`config.mk`:
```
export PLATFORM = sky130hd
export DESIGN_NAME = epoch_seconds_to_calendar_unit
export DESIGN_NICKNAME = d
export VERILOG_FILES = /design/src/rtl/ecal_pkg.sv /design/src/rtl/ecal_civil.sv /design/src/rtl/epoch_seconds_to_calendar_unit.sv
export SDC_FILE = /design/constraint.sdc
export NUM_CORES = 2
export LEC_CHECK = 0
export BUFFER_PORTS_ARGS = -buffer_cell sky130_fd_sc_hd__buf_4
export CAP_MARGIN = 10
export CORE_UTILIZATION = 42
export CTS_BUF_LIST = sky130_fd_sc_hd__clkbuf_4 sky130_fd_sc_hd__clkbuf_8
export CTS_CLUSTER_SIZE = 8
export DETAILED_ROUTE_END_ITERATION = 6
export MAX_ROUTING_LAYER = met4
export PLACE_DENSITY = 0.57
export SLEW_MARGIN = 20
export SYNTH_ARGS = -nofsm -noshare
export SYNTH_HDL_FRONTEND = slang
export SYNTH_SLANG_ARGS = --single-unit
```
`constraint.sdc`:
```
create_clock -name clk -period 18 [get_ports clk]
set_clock_uncertainty 0.05 [all_clocks]
set_input_delay 1.8 -clock clk [delete_from_list [all_inputs] [get_ports clk]]
set_output_delay 1.8 -clock clk [all_outputs]
set_load 0.01 [all_outputs]
```
`src/rtl/ecal_pkg.sv`:
```
// Shared constants, pipeline types and the month table for the epoch seconds to
// calendar unit. It depends on nothing and is compiled first.
package ecal_pkg;

  // Register stages from the input beat to the output register.
  localparam int NUM_STG = 10;

  // Supported span: 0001-01-01 00:00:00 to 9999-12-31 23:59:59.
  localparam logic signed [39:0] FIRST_SEC = -40'sd62135596800;
  localparam logic signed [39:0] LAST_SEC  = 40'sd253402300799;

  // 86400 = 128 * 675. The quotient by 675 is ceil(2^41 / 675) times x, shifted by 41.
  localparam logic [31:0] DAY_RECIP = 32'd3257812231;
  localparam logic [9:0]  DAY_ODD   = 10'd675;

  // Days from 0000-03-01 to 0001-01-01.
  localparam logic [21:0] MARCH_OFS = 22'd306;

  // Days in a 400 year era, and ceil(2^39 / 146097).
  localparam logic [17:0] ERA_DAYS  = 18'd146097;
  localparam logic [21:0] ERA_RECIP = 22'd3762951;

  // 3600 = 16 * 225. The quotient by 225 is ceil(2^20 / 225) times x, shifted by 20.
  localparam logic [12:0] HOUR_RECIP   = 13'd4661;
  localparam logic [11:0] SEC_PER_HOUR = 12'd3600;

  // ceil(2^25 / 7) for the weekday.
  localparam logic [22:0] WEEK_RECIP    = 23'd4793491;
  localparam logic [2:0]  DAYS_PER_WEEK = 3'd7;

  // ceil(2^27 / 365); shifted by 29 instead it also divides by 1460.
  localparam logic [18:0] YEAR_RECIP    = 19'd367720;
  localparam logic [8:0]  DAYS_PER_YEAR = 9'd365;

  // 60 = 4 * 15. The quotient by 15 is ceil(2^14 / 15) times x, shifted by 14.
  localparam logic [10:0] MIN_RECIP   = 11'd1093;
  localparam logic [5:0]  SEC_PER_MIN = 6'd60;

  // Day counts at which a new century starts inside an era.
  localparam logic [17:0] CENT_1 = 18'd36524;
  localparam logic [17:0] CENT_2 = 18'd73048;
  localparam logic [17:0] CENT_3 = 18'd109572;
  localparam logic [17:0] CENT_4 = 18'd146096;

  // Offsets of the month start in a March-based year.
  localparam logic [3:0] MP_JAN       = 4'd10;
  localparam logic [8:0] JAN_OFS      = 9'd306;
  localparam logic [8:0] MAR_YDAY     = 9'd59;

  // Stage 4 result: the day split into era, day of era and time of day.
  typedef struct packed {
    logic        err;
    logic [4:0]  era;
    logic [17:0] doe;
    logic [4:0]  hour;
    logic [11:0] remh;
    logic [2:0]  wd;
  } ecal_day_t;

  // Final calendar fields.
  typedef struct packed {
    logic [13:0] year;
    logic [3:0]  month;
    logic [4:0]  dom;
    logic [8:0]  yday;
    logic [2:0]  wd;
    logic [4:0]  hour;
    logic [5:0]  minute;
    logic [5:0]  second;
    logic        err;
  } ecal_cal_t;

  // Per-stage load enables of the pipeline.
  typedef struct packed {
    logic [NUM_STG-1:0] adv;
  } ecal_ctrl_t;

  // First day of each month counted from March 1st, March being index 0.
  function automatic logic [8:0] mar_start(input logic [3:0] mp);
    logic [8:0] r;
    case (mp)
      4'd0:    r = 9'd0;
      4'd1:    r = 9'd31;
      4'd2:    r = 9'd61;
      4'd3:    r = 9'd92;
      4'd4:    r = 9'd122;
      4'd5:    r = 9'd153;
      4'd6:    r = 9'd184;
      4'd7:    r = 9'd214;
      4'd8:    r = 9'd245;
      4'd9:    r = 9'd275;
      4'd10:   r = 9'd306;
      4'd11:   r = 9'd337;
      default: r = 9'd0;
    endcase
    return r;
  endfunction

endpackage

```
`src/rtl/ecal_civil.sv`:
```
// Back half of the pipeline: day of era to year, month, day and day of year, plus
// minute and second. Depends on ecal_pkg; stage enables come from the top level.
module ecal_civil
  import ecal_pkg::*;
(
  input  logic       clk,
  input  ecal_ctrl_t ctrl,
  input  ecal_day_t  day_i,
  output ecal_cal_t  cal_o
);

  // Stage 5: years of 1460 days and centuries, minute product.
  ecal_day_t   d5_r;
  logic [35:0] ap5_r, ap5_nxt;
  logic [2:0]  b5_r, b5_nxt;
  logic        c5_r, c5_nxt;
  logic [19:0] pm5_r, pm5_nxt;

  // Stage 6: day count with leap days taken out, minute and second.
  ecal_day_t   d6_r;
  logic [17:0] n6_r, n6_nxt;
  logic [5:0]  min6_r, min6_nxt;
  logic [5:0]  sec6_r, sec6_nxt;
  logic [6:0]  a6;
  logic [11:0] sec6_full;

  // Stage 7: year of era product.
  ecal_day_t   d7_r;
  logic [35:0] yp7_r, yp7_nxt;
  logic [5:0]  min7_r, sec7_r;

  // Stage 8: year of era and day of March-based year.
  ecal_day_t   d8_r;
  logic [8:0]  yoe8_r, yoe8_nxt;
  logic [8:0]  doy8_r, doy8_nxt;
  logic [5:0]  min8_r, sec8_r;
  logic [1:0]  yc8;
  logic [17:0] base8;
  logic [17:0] doy8_full;

  // Stage 9: output register.
  ecal_cal_t   cal9_r, cal9_nxt;
  logic [3:0]  mp9;
  logic        jan_feb9;
  logic        leap9;
  logic [8:0]  dom9_full;

  always_comb begin
    ap5_nxt = 36'(day_i.doe) * 36'(YEAR_RECIP);
    b5_nxt  = 3'(day_i.doe >= CENT_1) + 3'(day_i.doe >= CENT_2)
            + 3'(day_i.doe >= CENT_3) + 3'(day_i.doe >= CENT_4);
    c5_nxt  = (day_i.doe == CENT_4);
    pm5_nxt = 20'(day_i.remh[11:2]) * 20'(MIN_RECIP);
  end

  always_ff @(posedge clk) begin
    if (ctrl.adv[5]) begin
      d5_r  <= day_i;
      ap5_r <= ap5_nxt;
      b5_r  <= b5_nxt;
      c5_r  <= c5_nxt;
      pm5_r <= pm5_nxt;
    end
  end

  always_comb begin
    a6        = ap5_r[35:29];
    n6_nxt    = d5_r.doe - 18'(a6) + 18'(b5_r) - 18'(c5_r);
    min6_nxt  = pm5_r[19:14];
    sec6_full = d5_r.remh - 12'(min6_nxt) * 12'(SEC_PER_MIN);
    sec6_nxt  = sec6_full[5:0];
  end

  always_ff @(posedge clk) begin
    if (ctrl.adv[6]) begin
      d6_r   <= d5_r;
      n6_r   <= n6_nxt;
      min6_r <= min6_nxt;
      sec6_r <= sec6_nxt;
    end
  end

  assign yp7_nxt = 36'(n6_r) * 36'(YEAR_RECIP);

  always_ff @(posedge clk) begin
    if (ctrl.adv[7]) begin
      d7_r   <= d6_r;
      yp7_r  <= yp7_nxt;
      min7_r <= min6_r;
      sec7_r <= sec6_r;
    end
  end

  always_comb begin
    yoe8_nxt  = yp7_r[35:27];
    yc8       = 2'(yoe8_nxt >= 9'd100) + 2'(yoe8_nxt >= 9'd200) + 2'(yoe8_nxt >= 9'd300);
    base8     = 18'(yoe8_nxt) * 18'(DAYS_PER_YEAR) + 18'(yoe8_nxt[8:2]) - 18'(yc8);
    doy8_full = d7_r.doe - base8;
    doy8_nxt  = doy8_full[8:0];
  end

  always_ff @(posedge clk) begin
    if (ctrl.adv[8]) begin
      d8_r   <= d7_r;
      yoe8_r <= yoe8_nxt;
      doy8_r <= doy8_nxt;
      min8_r <= min7_r;
      sec8_r <= sec7_r;
    end
  end

  // Month from eleven parallel compares against the month starts.
  always_comb begin
    mp9 = 4'd0;
    for (int i = 1; i < 12; i++) begin
      mp9 = mp9 + 4'(doy8_r >= mar_start(4'(i)));
    end
    jan_feb9  = (mp9 >= MP_JAN);
    leap9     = (yoe8_r[1:0] == 2'd0) && (yoe8_r != 9'd100) && (yoe8_r != 9'd200)
             && (yoe8_r != 9'd300);
    dom9_full = doy8_r - mar_start(mp9) + 9'd1;

    cal9_nxt.year   = 14'(d8_r.era) * 14'd400 + 14'(yoe8_r) + 14'(jan_feb9);
    cal9_nxt.month  = jan_feb9 ? (mp9 - 4'd9) : (mp9 + 4'd3);
    cal9_nxt.dom    = dom9_full[4:0];
    cal9_nxt.yday   = jan_feb9 ? (doy8_r - JAN_OFS) : (doy8_r + MAR_YDAY + 9'(leap9));
    cal9_nxt.wd     = d8_r.wd;
    cal9_nxt.hour   = d8_r.hour;
    cal9_nxt.minute = min8_r;
    cal9_nxt.second = sec8_r;
    cal9_nxt.err    = d8_r.err;
    if (d8_r.err) begin
      cal9_nxt     = '0;
      cal9_nxt.err = 1'b1;
    end
  end

  always_ff @(posedge clk) begin
    if (ctrl.adv[9]) begin
      cal9_r <= cal9_nxt;
    end
  end

  assign cal_o = cal9_r;

endmodule

```
`src/rtl/epoch_seconds_to_calendar_unit.sv`:
```
// Top level of the epoch seconds to calendar unit: handshake, pipeline control
// and the front half of the datapath. Depends on ecal_pkg and ecal_civil.
//
// The unit turns a signed 39-bit count of seconds since 1970-01-01 00:00:00 UTC
// into proleptic Gregorian year, month, day of month, day of year (0-based),
// weekday (0 is Sunday), hour, minute and second. Inputs before year 1 or after
// year 9999 give a beat with range_error set and every other field zero. The
// datapath is a ten-stage pipeline with a valid bit per stage: one beat is
// accepted every clock cycle while in_stall is low. The depth comes from the
// chain of reciprocal multiplications (days, eras, years of era, hours,
// minutes, weekday), each followed by a register. When the output is
// stalled, stages holding a beat freeze, while empty stages further up keep
// filling, so in_stall only rises once every stage holds a beat. No state
// survives between beats, so reset only clears the valid bits.
module epoch_seconds_to_calendar_unit
  import ecal_pkg::*;
(
  input  logic               clk,
  input  logic               rst_n,
  input  logic               in_valid,
  output logic               in_stall,
  input  logic signed [38:0] in_epoch_seconds,
  output logic               out_valid,
  input  logic               out_stall,
  output logic [13:0]        out_year,
  output logic [3:0]         out_month,
  output logic [4:0]         out_day_of_month,
  output logic [8:0]         out_day_of_year,
  output logic [2:0]         out_weekday,
  output logic [4:0]         out_hour,
  output logic [5:0]         out_minute,
  output logic [5:0]         out_second,
  output logic               out_range_error
);

  logic [NUM_STG-1:0] v_r, v_nxt;
  ecal_ctrl_t         ctrl;
  ecal_cal_t          cal;

  // Stage 0: offset to seconds since year 1 and range check.
  logic signed [39:0] s0_ext;
  logic [39:0]        u0_sum;
  logic [38:0]        u0_r;
  logic               e0_r, e0_nxt;

  // Stage 1: day quotient product.
  logic [63:0]        p1_r, p1_nxt;
  logic [31:0]        x1_r;
  logic [6:0]         lo1_r;
  logic               e1_r;

  // Stage 2: day number and time of day.
  logic [21:0]        d2_r, d2_nxt;
  logic [16:0]        tod2_r, tod2_nxt;
  logic [31:0]        rem2_full;
  logic               e2_r;

  // Stage 3: era, hour and weekday products.
  logic [21:0]        z3_r, z3_nxt;
  logic [21:0]        w3_r, w3_nxt;
  logic [43:0]        pe3_r, pe3_nxt;
  logic [24:0]        ph3_r, ph3_nxt;
  logic [44:0]        pw3_r, pw3_nxt;
  logic [16:0]        tod3_r;
  logic               e3_r;

  // Stage 4: era, day of era, hour, seconds into the hour, weekday.
  ecal_day_t          day4_r, day4_nxt;
  logic [21:0]        doe4_full;
  logic [16:0]        remh4_full;
  logic [19:0]        wq4;
  logic [21:0]        wd4_full;

  // A stage loads when it is empty or when the stage after it moves on.
  always_comb begin
    ctrl.adv[NUM_STG-1] = !v_r[NUM_STG-1] || !out_stall;
    for (int k = NUM_STG - 2; k >= 0; k--) begin
      ctrl.adv[k] = !v_r[k] || ctrl.adv[k+1];
    end
  end

  always_comb begin
    v_nxt[0] = ctrl.adv[0] ? in_valid : v_r[0];
    for (int k = 1; k < NUM_STG; k++) begin
      v_nxt[k] = ctrl.adv[k] ? v_r[k-1] : v_r[k];
    end
  end

  always_ff @(posedge clk) begin
    if (!rst_n) begin
      v_r <= '0;
    end else begin
      v_r <= v_nxt;
    end
  end

  assign in_stall  = !ctrl.adv[0];
  assign out_valid = v_r[NUM_STG-1];

  // Stage 0.
  always_comb begin
    s0_ext = 40'(in_epoch_seconds);
    u0_sum = 40'(s0_ext - FIRST_SEC);
    e0_nxt = (s0_ext < FIRST_SEC) || (s0_ext > LAST_SEC);
  end

  always_ff @(posedge clk) begin
    if (ctrl.adv[0]) begin
      u0_r <= u0_sum[38:0];
      e0_r <= e0_nxt;
    end
  end

  // Stage 1: the low seven bits of 86400 are a plain shift.
  assign p1_nxt = 64'(u0_r[38:7]) * 64'(DAY_RECIP);

  always_ff @(posedge clk) begin
    if (ctrl.adv[1]) begin
      p1_r  <= p1_nxt;
      x1_r  <= u0_r[38:7];
      lo1_r <= u0_r[6:0];
      e1_r  <= e0_r;
    end
  end

  // Stage 2.
  always_comb begin
    d2_nxt    = p1_r[62:41];
    rem2_full = x1_r - 32'(d2_nxt) * 32'(DAY_ODD);
    tod2_nxt  = {rem2_full[9:0], lo1_r};
  end

  always_ff @(posedge clk) begin
    if (ctrl.adv[2]) begin
      d2_r   <= d2_nxt;
      tod2_r <= tod2_nxt;
      e2_r   <= e1_r;
    end
  end

  // Stage 3: day 0 is a Monday, hence the weekday of day d is (d + 1) mod 7.
  always_comb begin
    z3_nxt  = d2_r + MARCH_OFS;
    w3_nxt  = d2_r + 22'd1;
    pe3_nxt = 44'(z3_nxt) * 44'(ERA_RECIP);
    ph3_nxt = 25'(tod2_r[16:4]) * 25'(HOUR_RECIP);
    pw3_nxt = 45'(w3_nxt) * 45'(WEEK_RECIP);
  end

  always_ff @(posedge clk) begin
    if (ctrl.adv[3]) begin
      z3_r   <= z3_nxt;
      w3_r   <= w3_nxt;
      pe3_r  <= pe3_nxt;
      ph3_r  <= ph3_nxt;
      pw3_r  <= pw3_nxt;
      tod3_r <= tod2_r;
      e3_r   <= e2_r;
    end
  end

  // Stage 4.
  always_comb begin
    day4_nxt.err  = e3_r;
    day4_nxt.era  = pe3_r[43:39];
    doe4_full     = z3_r - 22'(day4_nxt.era) * 22'(ERA_DAYS);
    day4_nxt.doe  = doe4_full[17:0];
    day4_nxt.hour = ph3_r[24:20];
    remh4_full    = tod3_r - 17'(day4_nxt.hour) * 17'(SEC_PER_HOUR);
    day4_nxt.remh = remh4_full[11:0];
    wq4           = pw3_r[44:25];
    wd4_full      = w3_r - 22'(wq4) * 22'(DAYS_PER_WEEK);
    day4_nxt.wd   = wd4_full[2:0];
  end

  always_ff @(posedge clk) begin
    if (ctrl.adv[4]) begin
      day4_r <= day4_nxt;
    end
  end

  // Stages 5 to 9.
  ecal_civil u_civil (
    .clk   (clk),
    .ctrl  (ctrl),
    .day_i (day4_r),
    .cal_o (cal)
  );

  assign out_year         = cal.year;
  assign out_month        = cal.month;
  assign out_day_of_month = cal.dom;
  assign out_day_of_year  = cal.yday;
  assign out_weekday      = cal.wd;
  assign out_hour         = cal.hour;
  assign out_minute       = cal.minute;
  assign out_second       = cal.second;
  assign out_range_error  = cal.err;

  // An out of range beat carries nothing but its flag.
  assert property (@(posedge clk) disable iff (!rst_n)
    out_valid && out_range_error |-> (out_year == 14'd0) && (out_month == 4'd0)
      && (out_day_of_month == 5'd0) && (out_day_of_year == 9'd0) && (out_weekday == 3'd0)
      && (out_hour == 5'd0) && (out_minute == 6'd0) && (out_second == 6'd0))
    else $error("range error beat with non-zero fields");

  // A valid date and time always lie in their ranges.
  assert property (@(posedge clk) disable iff (!rst_n)
    out_valid && !out_range_error |-> (out_year != 14'd0) && (out_year <= 14'd9999)
      && (out_month != 4'd0) && (out_month <= 4'd12) && (out_day_of_month != 5'd0)
      && (out_weekday <= 3'd6) && (out_hour <= 5'd23) && (out_minute <= 6'd59)
      && (out_second <= 6'd59) && (out_day_of_year <= 9'd365))
    else $error("calendar field out of range");

  // In January the day of year follows directly from the day of month.
  assert property (@(posedge clk) disable iff (!rst_n)
    out_valid && !out_range_error && (out_month == 4'd1)
      |-> (out_day_of_year == 9'(out_day_of_month) - 9'd1))
    else $error("January day of year mismatch");

  // The input is held off only when every stage holds a beat and the output stalls.
  assert property (@(posedge clk) disable iff (!rst_n)
    in_stall |-> (&v_r) && out_stall)
    else $error("input stalled with room in the pipeline");

endmodule
```
Word level (Yosys, flattened, before mapping)
Memory sizes are Yosys's and may differ from the RTL's.
Cells that the tools add are included.

cells by class
  $add $sub $neg = 38
  multipliers = 14
  order comparisons = 21
  equality and inequality tests = 4
  mux-type cells = 3
  reductions and logical operators = 27

operator list
  kind                                                                                   number
  18-bit by 16-bit multiplier with 33-bit output, second input constant                  2
  32-bit by 32-bit multiplier with 63-bit output, second input constant                  1
  9-bit by 8-bit greater-or-equal comparator with 1-bit output, second input constant    5
  22-bit by 23-bit multiplier with 45-bit output, second input constant                  1
  22-bit by 22-bit multiplier with 44-bit output, second input constant                  1
  39-bit > comparator, second input constant                                             1
  39-bit by 37-bit less-than comparator with 1-bit output, second input constant         1
  39-bit by 37-bit subtractor with 39-bit output, second input constant                  1
  4-bit by 1-bit adder with 4-bit output                                                 9
  18-bit by 17-bit greater-or-equal comparator with 1-bit output, second input constant  2
  9-bit greater-or-equal comparator, second input constant                               4
  9-bit by 7-bit greater-or-equal comparator with 1-bit output, second input constant    3
  13-bit by 13-bit multiplier with 25-bit output, second input constant                  1
  22-bit by 1-bit adder with 22-bit output, second input constant                        1
  22-bit by 9-bit adder with 22-bit output, second input constant                        1
  22-bit by 10-bit multiplier with 10-bit output, second input constant                  1
  10-bit by 11-bit multiplier with 20-bit output, second input constant                  1
  20-bit by 3-bit multiplier with 3-bit output, second input constant                    1
  18-bit by 3-bit adder with 18-bit output                                               1
  18-bit equality test, second input constant                                            1
  18-bit by 16-bit greater-or-equal comparator with 1-bit output, second input constant  1
  18-bit greater-or-equal comparator, second input constant                              1
  5-bit by 18-bit multiplier with 18-bit output, second input constant                   1
  18-bit by 1-bit subtractor with 18-bit output                                          1
  38 further kinds                                                                       64

word-level totals
  register bits = 676
  memory bits (read-only) = 144
  output and inout bits = 55
  memories kept = 1

memory list
  memory            words  width  rd ports  clocked after Yosys merged registers in  wr ports  RTL line        RTL
  (name not given)  16     9      1         0                                        0         ecal_pkg.sv:81  case (mp)

Logic depth before layout (Yosys ltp)
An unclocked memory read counts as a cell.

  depth in word-level cells = 14
  mapped depth = 33
  gate-level depth less buffers = 31

Hierarchy
From an unflattened synthesis, not the netlist that was laid out.

unflattened totals
  cell total of the unflattened synthesis = 5772
  area total of the unflattened synthesis = 63886.3 um^2

modules (own cells, without submodules)
  module                          instances  cells an instance  area each (um^2)  sequential area each (um^2)
  epoch_seconds_to_calendar_unit  1          3655               39351.5           6536.3
  ecal_civil                      1          2117               24534.8           7477.2

Worst setup path before layout
OpenSTA, ideal clock, no wires.

  path type = reg2reg
  start point = register d2_r[3]
  end point = register pe3_r[43], data pin
  library setup time = 0.260 ns
  arrival = 7.316 ns
  data required time = 17.690 ns
  slack = 10.374 ns
  stages on the path, launching flop included = 31
  clock period less this slack = 7.626 ns
  path through = edfxtp_1 > clkbuf_1 > nand3_1 > nor3b_1 > nor2_1 > o21ai_0 > nor2_1 > and3_1 > xor2_1 > ha_1 > fa_1 > ha_1 > inv_1 > fa_1 > inv_1 > fa_1 > fa_1 > inv_1 > fa_1 > inv_1 > ha_1 > a21o_1 > a21o_1 > a21oi_1 > nor2_1 > a211oi_1 > a2111oi_0 > o2111ai_1 > nand4b_1 > a31oi_1 > xnor2_1

on the way
  word-level cells in the longest chain between the ends = 2

RTL lines
  item                                            RTL line                               RTL
  from (decl)                                     epoch_seconds_to_calendar_unit.sv:53   logic [21:0] d2_r, d2_nxt;
  from (signal assigned)                          epoch_seconds_to_calendar_unit.sv:135  d2_r <= d2_nxt;
  22-bit by 9-bit adder with 22-bit output        epoch_seconds_to_calendar_unit.sv:143  z3_nxt = d2_r + MARCH_OFS;
  net z3_nxt[14]                                  epoch_seconds_to_calendar_unit.sv:59   logic [21:0] z3_r, z3_nxt;
  22-bit by 22-bit multiplier with 44-bit output  epoch_seconds_to_calendar_unit.sv:145  pe3_nxt = 44'(z3_nxt) * 44'(ERA_RECIP);
  net pe3_nxt[43]                                 epoch_seconds_to_calendar_unit.sv:61   logic [43:0] pe3_r, pe3_nxt;
  to (signal assigned)                            epoch_seconds_to_calendar_unit.sv:154  pe3_r <= pe3_nxt;
  to (decl)                                       epoch_seconds_to_calendar_unit.sv:61

The timed path passes the listed nets, and every way through them passes these cells.
A chain may end at the register's enable or synchronous reset.

Worst setup path in the final report
  start point = register d2_r[1]
  end point = register pe3_r[39], data pin

on the way
  word-level cells in the longest chain between the ends = 2

RTL lines
  item                                            RTL line
  22-bit by 9-bit adder with 22-bit output        epoch_seconds_to_calendar_unit.sv:143
  22-bit by 22-bit multiplier with 44-bit output  epoch_seconds_to_calendar_unit.sv:145
  net pe3_nxt[39]                                 epoch_seconds_to_calendar_unit.sv:61

The timed path passes the listed nets, and every way through them passes these cells.

==> results.yml <==
status:
  status: "finished clean"
synth:
  synth_area_leaders: "ha_1 (28%), fa_1 (27%), edfxtp_1 (22%)"
  async_reset_ff_share_pct: 0
  yosysUniqueCellTypes: 83
  yosys_most_used_dff: "edfxtp_1"
  syn_inst: 5670
  yosysTopAreaCell: "ha_1"
  ys_warn_count: 0
  ys_seq_area_share_pct: 22.1
  synth_nets: 7984
  netlist.area_leader.share_pct: 27.8
  synth_area_um2: 63400
  syn_avg_cell_area_um2: 11.2
  synth_edf_count: 460
  synth.ff_latch_count: 470
global_route:
  grt_max_degree: 56
  grt_pass1_vias: 40800
  grt_overflow: 0
  track_usage_pct: 19.2
  grt_antenna_before_repair: 12
  grt_pass1_wl_um: 222000
critical_path:
  max_stage_delay_ps: 940
  end_kind: "register"
  rr_worst_depth: 28
  crit_fanout: 8
  crit_top_cell: "ha_1"
  required_ps: 18450
  arrival_ps: 9260
  crit_slowest_cell: "a2111oi_0"
  crit_type: "reg2reg"
  critPathLaunchType: "register"
flow_run:
  drv_cap: 0
detailed_routing:
  drt-initial-drc-count: 1673
  drc: 0
  dr.pass1.iters: 5
  wl_per_cell_um: 16.9
  vias: 38100
  ant_nets: 0
  wl_um: 135000
  via_per_inst: 4.79
placement:
  place_ws_ps: 9280
  dp_hpwl_um: 113000
  gp_congestion: 0.934
  dp.cells: 7791
  port-buffer-count: 97
  post_dp_cell_area_um2: 66800
clocking:
  clkSlewWorstSetupHoldPaths_ps: 60
  cts_buffers: 87
  ctsHoldBuffers: 0
  clock_path_buffers: 3
  cts_sinks: 470
  htreeDepth: 3
  worst_skew_pair.late_latency_ps: 810
  cts_tree: "yes"
  cts_root_buffer: "clkbuf_8"
  cts.repair.resized: 0
  postCtsSetupBuffers: 0
die:
  die_x_um: 391
  initial_core_util_pct: 42.3
  ioPinCount: 98
  die_area_um2: 153000
  rows: 142
  die_y_um: 391
  core_um2: 150000
worst_hold_path:
  worstHoldPathCells: 0
  hold_class: "reg2reg"
layout:
  fillers: 14100
  final_area_um2: 68700
  final_cell_count_no_fill: 7956
  drive_gt1_share_pct: 5.46
  syn2layout_area_growth_pct: 8.38
  layout.nets: 8178
timing:
  rsz0062_at_grt: "no"
  relSlewSlack_pct: 29.2
  worst_pin_slew_ps: 1040
  post-route-period-util_pct: 48.9
  fin_ws_ps: 9190
  tns_ps: 0
  drv_slew: 0
  setup_violations: 0
  fin_crit_ps: 8810
  finalHoldViolations: 0
  fmax_mhz: 114
## sequential cells by signal, indices dropped and copies added (netlist names), 14 cells and up
name and count:
u_civil.cal_o 53, day4_r 44, u0_r 39, u_civil.d5_r 36
p1_r 23, u_civil.d6_r 23, u_civil.d7_r 23, d2_r 22
u_civil.n6_r 18, z3_r 18, tod2_r 17, u_civil.d8_r 14
## cells in the final DEF, fill, tap and decap left out, types with 10 or more instances in the layout
cell type and instances:
a21o_1 88, nor2_1 133, a21oi_1 146, inv_1 1596, xor2_1 84, clkbuf_8 90
o21ai_0 87, clkbuf_4 27, buf_4 131, nor3_1 34, nand4_1 38, dfxtp_1 10
nand2_1 106, clkinv_2 10, and3_1 25, xnor2_1 188, fa_1 862, edfxtp_1 460
nand2b_1 19, ha_1 1409, nand3_1 52, o21bai_1 22, clkinv_1 14, a211oi_1 20
or2_2 10, o21a_1 26, a21boi_0 11, a31oi_1 15, nor2b_1 45
## cells in the mapped netlist, types with 34 or more instances
master / number
inv_1: 1601
ha_1: 1409
fa_1: 862
edfxtp_1: 460
xnor2_1: 188
a21oi_1: 146
nor2_1: 133
nand2_1: 110
a21o_1: 88
o21ai_0: 87
xor2_1: 84
nand3_1: 53
nor2b_1: 45
nand4_1: 38
nor3_1: 34
## final timing paths
kind	endpoint	from	slack (ps)
setup / recovery	pe3_r[39]	d2_r[1]	9190
hold / removal	u_civil.d7_r[15]	u_civil.d6_r[15]	350
setup reg to reg	pe3_r[39]	d2_r[1]	9190
hold reg to reg	u_civil.d7_r[15]	u_civil.d6_r[15]	350
## per-layer routing
metal | track usage [%] | wire length, µm | vias to the layer above
li1 | - | - | 18600
met1 | 26.0 | 64900 | 18800
met2 | 30.8 | 62900 | 500
met3 | 2.42 | 4460 | 146
met4 | 3.98 | 2480 | 0
met5 | - | 0 | -
## final cells by class
| type | instances | area (µm²) | share of cell area [%] |
|---|---|---|---|
| Antenna cell | 9 | 22.5 | 0.0328 |
| Clock buffer | 117 | 1440 | 2.10 |
| Clock inverter | 39 | 414 | 0.602 |
| Inverter | 1601 | 6010 | 8.74 |
| Multi-Input combinational cell | 3573 | 43300 | 63.0 |
| Sequential cell | 470 | 14000 | 20.4 |
| Tap cell | 2016 | 2520 | 3.67 |
| Timing Repair Buffer | 131 | 983 | 1.43 |
## kinds of logic after synthesis
logic type,Yosys count,share of synthesized area [%]
multiplexers,3,0.0552
buffers and inverters,1627,9.63
adder cells (fa/ha/maj),2271,55.0
XOR/XNOR,272,3.76
AO/OA/AOI/OAI,511,5.38
flip-flops,470,22.1
AND/OR/NAND/NOR,516,4.07
## stage by stage
step	utilization [%]	hold slack (ps)
3_3_place_gp	44.6	351
3_5_place_dp	44.6	355
5_1_grt	45.9	359
4_1_cts	45.9	349
2_1_floorplan	-	350
6_report	45.9	353
## critical path, delay by kind of cell, from the launching register on
| family | cells | cell delay [ps] |
|---|---|---|
| adder cells (fa/ha/maj) | 9 | 3700 |
| flip-flops | 1 | 510 |
| AND/OR/NAND/NOR | 7 | 1060 |
| AO/OA/AOI/OAI | 6 | 2170 |
| buffers and inverters | 4 | 190 |
| XOR/XNOR | 2 | 850 |
Power is left out: the tool's default activity adds up to more than one toggle a clock period on the data nets, which glitch-free logic cannot reach.
